==> src/rtl/sts_pkg.sv <==
// Shared types, codes and character helpers of the source token scanner.
// No dependencies; used by every module of the scanner.
package sts_pkg;

	localparam int OFFSET_BITS     = 24;
	localparam int LINE_BITS       = 20;
	localparam int ACC_BITS        = 63;
	localparam int STS_QUEUE_DEPTH = 2;

	localparam logic [ACC_BITS-1:0] ACC_MAX = '1;

	// token kinds
	localparam logic [3:0] K_INT   = 4'd0;
	localparam logic [3:0] K_IDENT = 4'd1;
	localparam logic [3:0] K_LET   = 4'd2;
	localparam logic [3:0] K_BOOL  = 4'd3;
	localparam logic [3:0] K_ATOM  = 4'd4;
	localparam logic [3:0] K_EQUAL = 4'd5;
	localparam logic [3:0] K_SEMI  = 4'd6;
	localparam logic [3:0] K_END   = 4'd7;
	localparam logic [3:0] K_ERROR = 4'd8;

	// error codes
	localparam logic [1:0] ERR_NONE       = 2'd0;
	localparam logic [1:0] ERR_UNEXPECTED = 2'd1;
	localparam logic [1:0] ERR_ATOM_NAME  = 2'd2;
	localparam logic [1:0] ERR_ATOM_START = 2'd3;

	// scan modes
	localparam logic [2:0] M_IDLE    = 3'd0;
	localparam logic [2:0] M_NUMBER  = 3'd1;
	localparam logic [2:0] M_IDENT   = 3'd2;
	localparam logic [2:0] M_COLON   = 3'd3;
	localparam logic [2:0] M_ATOM    = 3'd4;
	localparam logic [2:0] M_COMMENT = 3'd5;
	localparam logic [2:0] M_DROP    = 3'd6;

	// keyword match progress
	localparam logic [3:0] KP_NONE  = 4'd0;
	localparam logic [3:0] KP_LET   = 4'd3;
	localparam logic [3:0] KP_TRUE  = 4'd7;
	localparam logic [3:0] KP_FALSE = 4'd12;
	localparam logic [3:0] KP_DEAD  = 4'd15;

	localparam logic [7:0] CH_SPACE = 8'h20;
	localparam logic [7:0] CH_CR    = 8'h0D;
	localparam logic [7:0] CH_TAB   = 8'h09;
	localparam logic [7:0] CH_LF    = 8'h0A;
	localparam logic [7:0] CH_HASH  = 8'h23;
	localparam logic [7:0] CH_EQUAL = 8'h3D;
	localparam logic [7:0] CH_SEMI  = 8'h3B;
	localparam logic [7:0] CH_COLON = 8'h3A;
	localparam logic [7:0] CH_UNDER = 8'h5F;

	typedef struct packed {
		logic [7:0] source_byte;
		logic       byte_present;
		logic       end_of_source;
	} src_item_t;

	typedef struct packed {
		logic [3:0]             token_kind;
		logic [1:0]             error_code;
		logic [OFFSET_BITS-1:0] start_offset;
		logic [OFFSET_BITS-1:0] token_length;
		logic [LINE_BITS-1:0]   first_line;
		logic [LINE_BITS-1:0]   first_col;
		logic [ACC_BITS-1:0]    num_value;
		logic                   truth_value;
		logic                   last_of_run;
	} tok_item_t;

	typedef struct packed {
		logic [OFFSET_BITS-1:0] off;
		logic [LINE_BITS-1:0]   line;
		logic [LINE_BITS-1:0]   col;
	} pos_t;

	localparam pos_t POS_RESET = '{off: '0, line: LINE_BITS'(1), col: LINE_BITS'(1)};

	// all results caused by one input transaction
	typedef struct packed {
		tok_item_t [2:0] res;
		logic [1:0]      cnt;
	} bundle_t;

	typedef struct packed {
		logic full;
		logic empty;
	} q_stat_t;

	function automatic logic is_digit(input logic [7:0] c);
		return c >= 8'h30 && c <= 8'h39;
	endfunction

	function automatic logic is_alpha(input logic [7:0] c);
		return (c >= 8'h61 && c <= 8'h7A) || (c >= 8'h41 && c <= 8'h5A);
	endfunction

	function automatic logic is_head(input logic [7:0] c);
		return is_alpha(c) || c == CH_UNDER;
	endfunction

	function automatic logic is_word(input logic [7:0] c);
		return is_head(c) || is_digit(c);
	endfunction

	function automatic logic is_blank(input logic [7:0] c);
		return c == CH_SPACE || c == CH_CR || c == CH_TAB || c == CH_LF;
	endfunction

	// next expected character of "let", "true", "false"; zero at a full match
	function automatic logic [7:0] kw_next(input logic [3:0] p);
		logic [7:0] r;
		case (p)
			4'd1:    r = 8'h65;
			4'd2:    r = 8'h74;
			4'd4:    r = 8'h72;
			4'd5:    r = 8'h75;
			4'd6:    r = 8'h65;
			4'd8:    r = 8'h61;
			4'd9:    r = 8'h6C;
			4'd10:   r = 8'h73;
			4'd11:   r = 8'h65;
			default: r = 8'h00;
		endcase
		return r;
	endfunction

	function automatic logic [3:0] kw_feed(input logic [3:0] p, input logic [7:0] c);
		logic [3:0] r;
		if (p == KP_NONE) begin
			if (c == 8'h6C)      r = 4'd1;
			else if (c == 8'h74) r = 4'd4;
			else if (c == 8'h66) r = 4'd8;
			else                 r = KP_DEAD;
		end else if (kw_next(p) != 8'h00 && kw_next(p) == c) begin
			r = 4'(p + 4'd1);
		end else begin
			r = KP_DEAD;
		end
		return r;
	endfunction

	function automatic logic [3:0] word_kind(input logic atom, input logic [3:0] kp);
		logic [3:0] r;
		if (atom)                                 r = K_ATOM;
		else if (kp == KP_LET)                    r = K_LET;
		else if (kp == KP_TRUE || kp == KP_FALSE) r = K_BOOL;
		else                                      r = K_IDENT;
		return r;
	endfunction

	function automatic tok_item_t mk_tok(
		input logic [3:0]             kind,
		input logic [1:0]             err,
		input pos_t                   st,
		input logic [OFFSET_BITS-1:0] len,
		input logic [ACC_BITS-1:0]    ival,
		input logic                   bval
	);
		tok_item_t t;
		t.token_kind   = kind;
		t.error_code   = err;
		t.start_offset = st.off;
		t.token_length = len;
		t.first_line   = st.line;
		t.first_col    = st.col;
		t.num_value    = ival;
		t.truth_value  = bval;
		t.last_of_run  = 1'b0;
		return t;
	endfunction

endpackage

==> src/rtl/sts_front.sv <==
// Scanner front end: accepts source bytes, keeps the lexer state and
// builds the result bundle of each transaction. Depends on sts_pkg.
module sts_front import sts_pkg::*; (
	input  logic      clk,
	input  logic      arst_n,
	input  logic      src_valid,
	output logic      src_ready,
	input  src_item_t src_item,
	input  q_stat_t   q_stat,
	output logic      push,
	output bundle_t   push_data
);

	logic [2:0]          mode_q, m;
	pos_t                pos_q, pos, mv_pos;
	pos_t                st_q, st;
	logic [ACC_BITS-1:0] acc_q, acc;
	logic [3:0]          kp_q, kp;
	logic [1:0]          n;
	tok_item_t [2:0]     res;
	logic                restart;
	logic [7:0]          c;
	logic [ACC_BITS+3:0] prod;
	logic                accept;

	assign src_ready = !q_stat.full;
	assign accept    = src_valid && src_ready;
	assign c         = src_item.source_byte;

	// position after consuming c
	always_comb begin
		mv_pos = pos_q;
		if (pos_q.off != '1) mv_pos.off = pos_q.off + 1'b1;
		if (c == CH_LF) begin
			if (pos_q.line != '1) mv_pos.line = pos_q.line + 1'b1;
			mv_pos.col = LINE_BITS'(1);
		end else if (pos_q.col != '1) begin
			mv_pos.col = pos_q.col + 1'b1;
		end
	end

	// acc * 10 + digit; saturate when it passes the maximum
	assign prod = ({4'd0, acc_q} << 3) + ({4'd0, acc_q} << 1) + {{ACC_BITS{1'b0}}, c[3:0]};

	always_comb begin
		m       = mode_q;
		pos     = pos_q;
		st      = st_q;
		acc     = acc_q;
		kp      = kp_q;
		n       = 2'd0;
		res     = '0;
		restart = 1'b0;
		if (src_item.byte_present) begin
			case (mode_q)
				M_NUMBER: begin
					if (is_digit(c)) begin
						acc = (prod > {4'd0, ACC_MAX}) ? ACC_MAX : prod[ACC_BITS-1:0];
						pos = mv_pos;
					end else begin
						res[n] = mk_tok(K_INT, ERR_NONE, st, pos.off - st.off, acc, 1'b0);
						n = n + 2'd1;
						m = M_IDLE;
						restart = 1'b1;
					end
				end
				M_IDENT, M_ATOM: begin
					if (is_word(c)) begin
						if (mode_q == M_IDENT) kp = kw_feed(kp_q, c);
						pos = mv_pos;
					end else begin
						res[n] = mk_tok(word_kind(mode_q == M_ATOM, kp), ERR_NONE, st,
							pos.off - st.off, '0, mode_q != M_ATOM && kp == KP_TRUE);
						n = n + 2'd1;
						m = M_IDLE;
						restart = 1'b1;
					end
				end
				M_COLON: begin
					if (is_head(c)) begin
						m = M_ATOM;
						pos = mv_pos;
					end else begin
						res[n] = mk_tok(K_ERROR, ERR_ATOM_START, st, '0, '0, 1'b0);
						n = n + 2'd1;
						m = M_DROP;
					end
				end
				M_COMMENT: begin
					pos = mv_pos;
					if (c == CH_LF) m = M_IDLE;
				end
				M_DROP: begin
				end
				default: begin
					m = M_IDLE;
					restart = 1'b1;
				end
			endcase
			if (restart) begin
				st = pos;
				if (is_blank(c)) begin
					pos = mv_pos;
				end else if (c == CH_HASH) begin
					pos = mv_pos;
					m = M_COMMENT;
				end else if (c == CH_EQUAL || c == CH_SEMI) begin
					pos = mv_pos;
					res[n] = mk_tok((c == CH_EQUAL) ? K_EQUAL : K_SEMI, ERR_NONE, st,
						pos.off - st.off, '0, 1'b0);
					n = n + 2'd1;
				end else if (c == CH_COLON) begin
					pos = mv_pos;
					m = M_COLON;
				end else if (is_digit(c)) begin
					acc = {{(ACC_BITS-4){1'b0}}, c[3:0]};
					pos = mv_pos;
					m = M_NUMBER;
				end else if (is_head(c)) begin
					kp = kw_feed(KP_NONE, c);
					pos = mv_pos;
					m = M_IDENT;
				end else begin
					res[n] = mk_tok(K_ERROR, ERR_UNEXPECTED, st, '0, '0, 1'b0);
					n = n + 2'd1;
					m = M_DROP;
				end
			end
		end
		if (src_item.end_of_source) begin
			if (m == M_NUMBER) begin
				res[n] = mk_tok(K_INT, ERR_NONE, st, pos.off - st.off, acc, 1'b0);
				n = n + 2'd1;
				m = M_IDLE;
			end else if (m == M_IDENT || m == M_ATOM) begin
				res[n] = mk_tok(word_kind(m == M_ATOM, kp), ERR_NONE, st,
					pos.off - st.off, '0, m != M_ATOM && kp == KP_TRUE);
				n = n + 2'd1;
				m = M_IDLE;
			end else if (m == M_COLON) begin
				res[n] = mk_tok(K_ERROR, ERR_ATOM_NAME, st, '0, '0, 1'b0);
				n = n + 2'd1;
				m = M_DROP;
			end
			if (m != M_DROP) begin
				st = pos;
				res[n] = mk_tok(K_END, ERR_NONE, st, '0, '0, 1'b0);
				n = n + 2'd1;
			end
			// start the next text from scratch
			m   = M_IDLE;
			pos = POS_RESET;
			st  = POS_RESET;
			acc = '0;
			kp  = KP_NONE;
		end
	end

	assign push          = accept && n != 2'd0;
	assign push_data.res = res;
	assign push_data.cnt = n;

	always_ff @(posedge clk or negedge arst_n) begin
		if (!arst_n) begin
			mode_q <= M_IDLE;
			pos_q  <= POS_RESET;
			st_q   <= POS_RESET;
			acc_q  <= '0;
			kp_q   <= KP_NONE;
		end else if (accept) begin
			mode_q <= m;
			pos_q  <= pos;
			st_q   <= st;
			acc_q  <= acc;
			kp_q   <= kp;
		end
	end

endmodule

==> src/rtl/sts_queue.sv <==
// Result bundle queue between scanner front end and output back end.
// Depends on sts_pkg for the bundle and status types.
module sts_queue import sts_pkg::*; #(
	parameter int DEPTH = STS_QUEUE_DEPTH
) (
	input  logic    clk,
	input  logic    arst_n,
	input  logic    push,
	input  bundle_t wdata,
	input  logic    pop,
	output bundle_t rdata,
	output q_stat_t q_stat
);

	localparam int PW = (DEPTH > 1) ? $clog2(DEPTH) : 1;
	localparam int CW = $clog2(DEPTH + 1);

	bundle_t         mem_q [DEPTH];
	logic [PW-1:0]   wr_q, rd_q;
	logic [CW-1:0]   cnt_q;

	assign rdata        = mem_q[rd_q];
	assign q_stat.full  = cnt_q == CW'(DEPTH);
	assign q_stat.empty = cnt_q == '0;

	always_ff @(posedge clk) begin
		if (push) mem_q[wr_q] <= wdata;
	end

	always_ff @(posedge clk or negedge arst_n) begin
		if (!arst_n) begin
			wr_q  <= '0;
			rd_q  <= '0;
			cnt_q <= '0;
		end else begin
			if (push) wr_q <= (wr_q == PW'(DEPTH - 1)) ? '0 : wr_q + 1'b1;
			if (pop)  rd_q <= (rd_q == PW'(DEPTH - 1)) ? '0 : rd_q + 1'b1;
			case ({push, pop})
				2'b10:   cnt_q <= cnt_q + 1'b1;
				2'b01:   cnt_q <= cnt_q - 1'b1;
				default: cnt_q <= cnt_q;
			endcase
		end
	end

endmodule

==> src/rtl/sts_back.sv <==
// Output back end: takes one result bundle at a time from the queue and
// hands its results out one per transaction. Depends on sts_pkg.
module sts_back import sts_pkg::*; (
	input  logic      clk,
	input  logic      arst_n,
	input  q_stat_t   q_stat,
	input  bundle_t   head,
	output logic      pop,
	output logic      tok_valid,
	input  logic      tok_ready,
	output tok_item_t tok_item
);

	bundle_t    bnd_q;
	logic [1:0] idx_q;
	logic       busy_q;
	logic       take, last, fin;

	assign take = busy_q && tok_ready;
	assign last = (idx_q + 2'd1) == bnd_q.cnt;
	assign fin  = take && last;
	// refill when idle, or in the cycle the last result of the held bundle leaves
	assign pop  = (!busy_q || fin) && !q_stat.empty;

	always_comb begin
		tok_item             = bnd_q.res[idx_q];
		tok_item.last_of_run = last;
	end
	assign tok_valid = busy_q;

	always_ff @(posedge clk) begin
		if (pop) bnd_q <= head;
	end

	always_ff @(posedge clk or negedge arst_n) begin
		if (!arst_n) begin
			busy_q <= 1'b0;
			idx_q  <= 2'd0;
		end else if (pop) begin
			busy_q <= 1'b1;
			idx_q  <= 2'd0;
		end else if (fin) begin
			busy_q <= 1'b0;
		end else if (take) begin
			idx_q <= idx_q + 2'd1;
		end
	end

endmodule

==> src/rtl/source_token_scanner_unit.sv <==
// Streaming lexer: one source byte per transaction in, tokens out.
// Takes one input transaction per cycle while the bundle queue has room.
// Results leave one per cycle while tok_ready is high; the first result of a transaction is
// written to the bundle queue, then loaded into the back end before it is offered.
// Reset, and every end mark, return the scanner to idle at offset 0, line 1, column 1.
module source_token_scanner_unit import sts_pkg::*; #(
	parameter int QUEUE_DEPTH = STS_QUEUE_DEPTH
) (
	input  logic      clk,
	input  logic      arst_n,
	input  logic      src_valid,
	output logic      src_ready,
	input  src_item_t src_item,
	output logic      tok_valid,
	input  logic      tok_ready,
	output tok_item_t tok_item
);

	q_stat_t q_stat;
	logic    push, pop;
	bundle_t push_data, head;

	sts_front u_front (
		.clk       (clk),
		.arst_n    (arst_n),
		.src_valid (src_valid),
		.src_ready (src_ready),
		.src_item  (src_item),
		.q_stat    (q_stat),
		.push      (push),
		.push_data (push_data)
	);

	sts_queue #(
		.DEPTH (QUEUE_DEPTH)
	) u_queue (
		.clk    (clk),
		.arst_n (arst_n),
		.push   (push),
		.wdata  (push_data),
		.pop    (pop),
		.rdata  (head),
		.q_stat (q_stat)
	);

	sts_back u_back (
		.clk       (clk),
		.arst_n    (arst_n),
		.q_stat    (q_stat),
		.head      (head),
		.pop       (pop),
		.tok_valid (tok_valid),
		.tok_ready (tok_ready),
		.tok_item  (tok_item)
	);

endmodule

==> config.mk <==
export PLATFORM = sky130hd
export DESIGN_NAME = source_token_scanner_unit
export DESIGN_NICKNAME = d
export VERILOG_FILES = /design/src/rtl/sts_pkg.sv /design/src/rtl/sts_front.sv /design/src/rtl/sts_queue.sv /design/src/rtl/sts_back.sv /design/src/rtl/source_token_scanner_unit.sv
export SDC_FILE = /design/constraint.sdc
export NUM_CORES = 2
export LEC_CHECK = 0
export BUFFER_PORTS_ARGS = -buffer_cell sky130_fd_sc_hd__buf_2
export CAP_MARGIN = 20
export CORE_ASPECT_RATIO = 1.1
export CORE_MARGIN = 5
export CORE_UTILIZATION = 50
export CTS_CLUSTER_DIAMETER = 30
export CTS_CLUSTER_SIZE = 28
export DETAILED_ROUTE_END_ITERATION = 6
export PLACE_DENSITY = 0.74
export SYNTH_ARGS = -nofsm -noshare
export SYNTH_HDL_FRONTEND = slang
export SYNTH_HIERARCHICAL = 1
export SYNTH_SLANG_ARGS = --single-unit
==> constraint.sdc <==
create_clock -name clk -period 41.7 [get_ports clk]
set_input_delay 2.085 -clock clk [delete_from_list [all_inputs] [get_ports clk]]
set_output_delay 2.085 -clock clk [all_outputs]
set_load 0.02 [all_outputs]
==> flow_summary_export.csv <==
group,metric,value,unit
status,status,"finished, final reports clean",
setup_path,r2r_slack,32900,ps
layout,final_area,0.0944,mm2
clock_network,cts_setup_buffers,0,
routing,dr.pass1.iters,6,
floorplanning,dieArea,0.170,mm2
floorplanning,row_count,154,
sta,holdWs,495,ps
routing,wl_met3,22.2,mm
layout,area_growth,16.8,%
placed_design,gp_congestion,0.971,
layout,nNetsFinal,6976,
floorplanning,core_area,0.161,mm2
grt,grt_pass1_vias,57900,
clock_network,cts_tree,"done",
clock_network,clk_pin_slew_worst_paths,50,ps
pwr,leakage,34.5,nW
routing,drc,0,
setup_path,worstPathArrival,10300,ps
routing,met1Wirelength,90.1,mm
worst_hold_path,worstHoldPathType,"reg -> reg",
layout,post-route-util,58.8,%
synth,syn_avg_cell_area,12.3,um2
placed_design,place_inst,8523,
setup_path,worst-setup-path-type,"in -> reg",
routing,vias,57200,
synth,synth_warnings,6,
layout,drive_gt1_share,17.1,%
synth,syn_nets,6816,
sta,setup_viol,0,
flow_run,maxCapViolCount,0,
synth,netlist_area,0.0809,mm2
routing,route.met2.wl,109,mm
routing,routed_wl,231,mm
layout,finalNonFillerCells,9122,
clock_network,clockBufferDepth,4,
sta,maxSlewViolCount,0,
floorplanning,ios,175,
clock_network,root_buffer,"clkbuf_16",
grt,antenna_found_initial,19,
setup_path,crit_required,42180,ps
sta,rsz0062_at_grt,"no",
sta,hold_violations,0,
grt,grt_pass1_wl,349,mm
routing,drt-initial-drc-count,6314,
setup_path,cp-end-kind,"flop",
sta,setup-tns-final,0,ps
grt,track_usage,26.4,%
clock_network,hold_buffers,0,
clock_network,cts.repair.resized,0,
sta,post-route-min-period,9820,ps
routing,top_layer_used,"met5",
routing,wl_per_cell,25.3,um
sta,maxSlewHeadroom,15.6,%
setup_path,cp-start-kind,"primary input",
clock_network,clk_latency,930,ps
sta,tightest_slew,1260,ps
routing,via_per_inst,6.28,
placed_design,portBuffers,174,
sta,fin_crit_sh,23.5,%
routing,drtAntennaViolNets,0,
grt,grt_max_degree,117,
clock_network,cts_buffers,331,
placed_design,place_area,0.0833,mm2
floorplanning,start_util,50.4,%
setup_path,path_max_fanout,71,
pwr,vdd_drop_max,0.0000752,V
clock_network,htreeDepth,5,
layout,layout_commonest_cell,"edfxtp_1",
sta,finalClockSkew,69.7,ps
grt,globalRoute.totalOverflow,0,
sta,max_freq,102,MHz
layout,mostFrequentLayoutCells,"edfxtp_1, nand2_1, o21ai_0, nor2_1, clkbuf_16",
floorplanning,die_y,432,um
synth,netlist_instances,6590,
clock_network,clock-sinks,1633,
pwr,cellPowerDensity,79.4,mW/mm2
floorplanning,fp.dieW,393,um
placed_design,hpwl,141,mm
-- through the flow --
stage	setup WS, ps	power, mW
2_1_floorplan	13120	4.35
3_3_place_gp	31140	4.81
3_5_place_dp	31200	4.86
4_1_cts	32120	7.50
5_1_grt	31430	7.76
6_report	31880	7.49
-- per-layer routing --
| layer | vias to the layer above | GRT usage (%) |
|---|---|---|
| met5 | - | 0 |
| met4 | 12 | 11.0 |
| met3 | 683 | 6.37 |
| met2 | 3078 | 43.1 |
| met1 | 28200 | 34.2 |
| li1 | 25300 | - |
-- final cells by class --
type	instances	area (um2)
fillers	12400	66100
well taps	2106	2640
diodes	9	22.5
flip-flops and latches	1633	48000
inverters	139	523
clock buffers	382	8750
repair buffers	271	1640
multi-input cells	4374	30500
clock inverters	208	2370
-- state kept, by name (all words and copies together), names as in the netlist --
signal and count:
u_queue/mem_q 952, u_back/bnd_q 476, u_front/pos_q 64, u_front/st_q 64, u_front/acc_q 63, u_front/kp_q 4, u_front/mode_q 3, u_back/idx_q 2
u_queue/cnt_q 2, u_back/tok_valid 1, u_queue/rd_q 1, u_queue/wr_q 1
-- final timing paths --
| check | start | to | depth (start not counted) |
|---|---|---|---|
| worst max-delay path | src_item[3] | u_queue/mem_q[0][325] | 25 |
| worst min-delay path | u_queue/mem_q[0][288] | u_back/bnd_q[288] | 1 |
| worst max register to register | u_front/mode_q[0] | u_queue/mem_q[0][325] | 20 |
| worst min register to register | u_queue/mem_q[0][288] | u_back/bnd_q[288] | 1 |
| max in group asynchronous | arst_n | u_queue/rd_q | 2 |
| min in group asynchronous | arst_n | u_front/acc_q[49] | 1 |
-- critical path, cell delays in order --
cell      delay (ps)
buf_2            310
and2_1           280
o2111a_1         340
nor2_1           180
a211oi_1         250
a21oi_1           70
o21bai_1         530
and2_4           450
nand2_1          130
nor2_1           120
buf_4            290
nor2_1           140
ha_2             310
mux2i_1          250
ha_1             280
nand2_1           70
o21ai_0           90
a22oi_1          250
nor2_1            70
nor2_1           200
inv_1            130
nor2_4           600
buf_4            870
buf_4            870
buf_4            910
-- where the power goes --
| group | internal, mW | switching [mW] |
|---|---|---|
| combinational | 0.656 | 1.67 |
| clock | 1.75 | 0.860 |
| sequential | 2.40 | 0.157 |
Power figures use the tool's default switching activity.
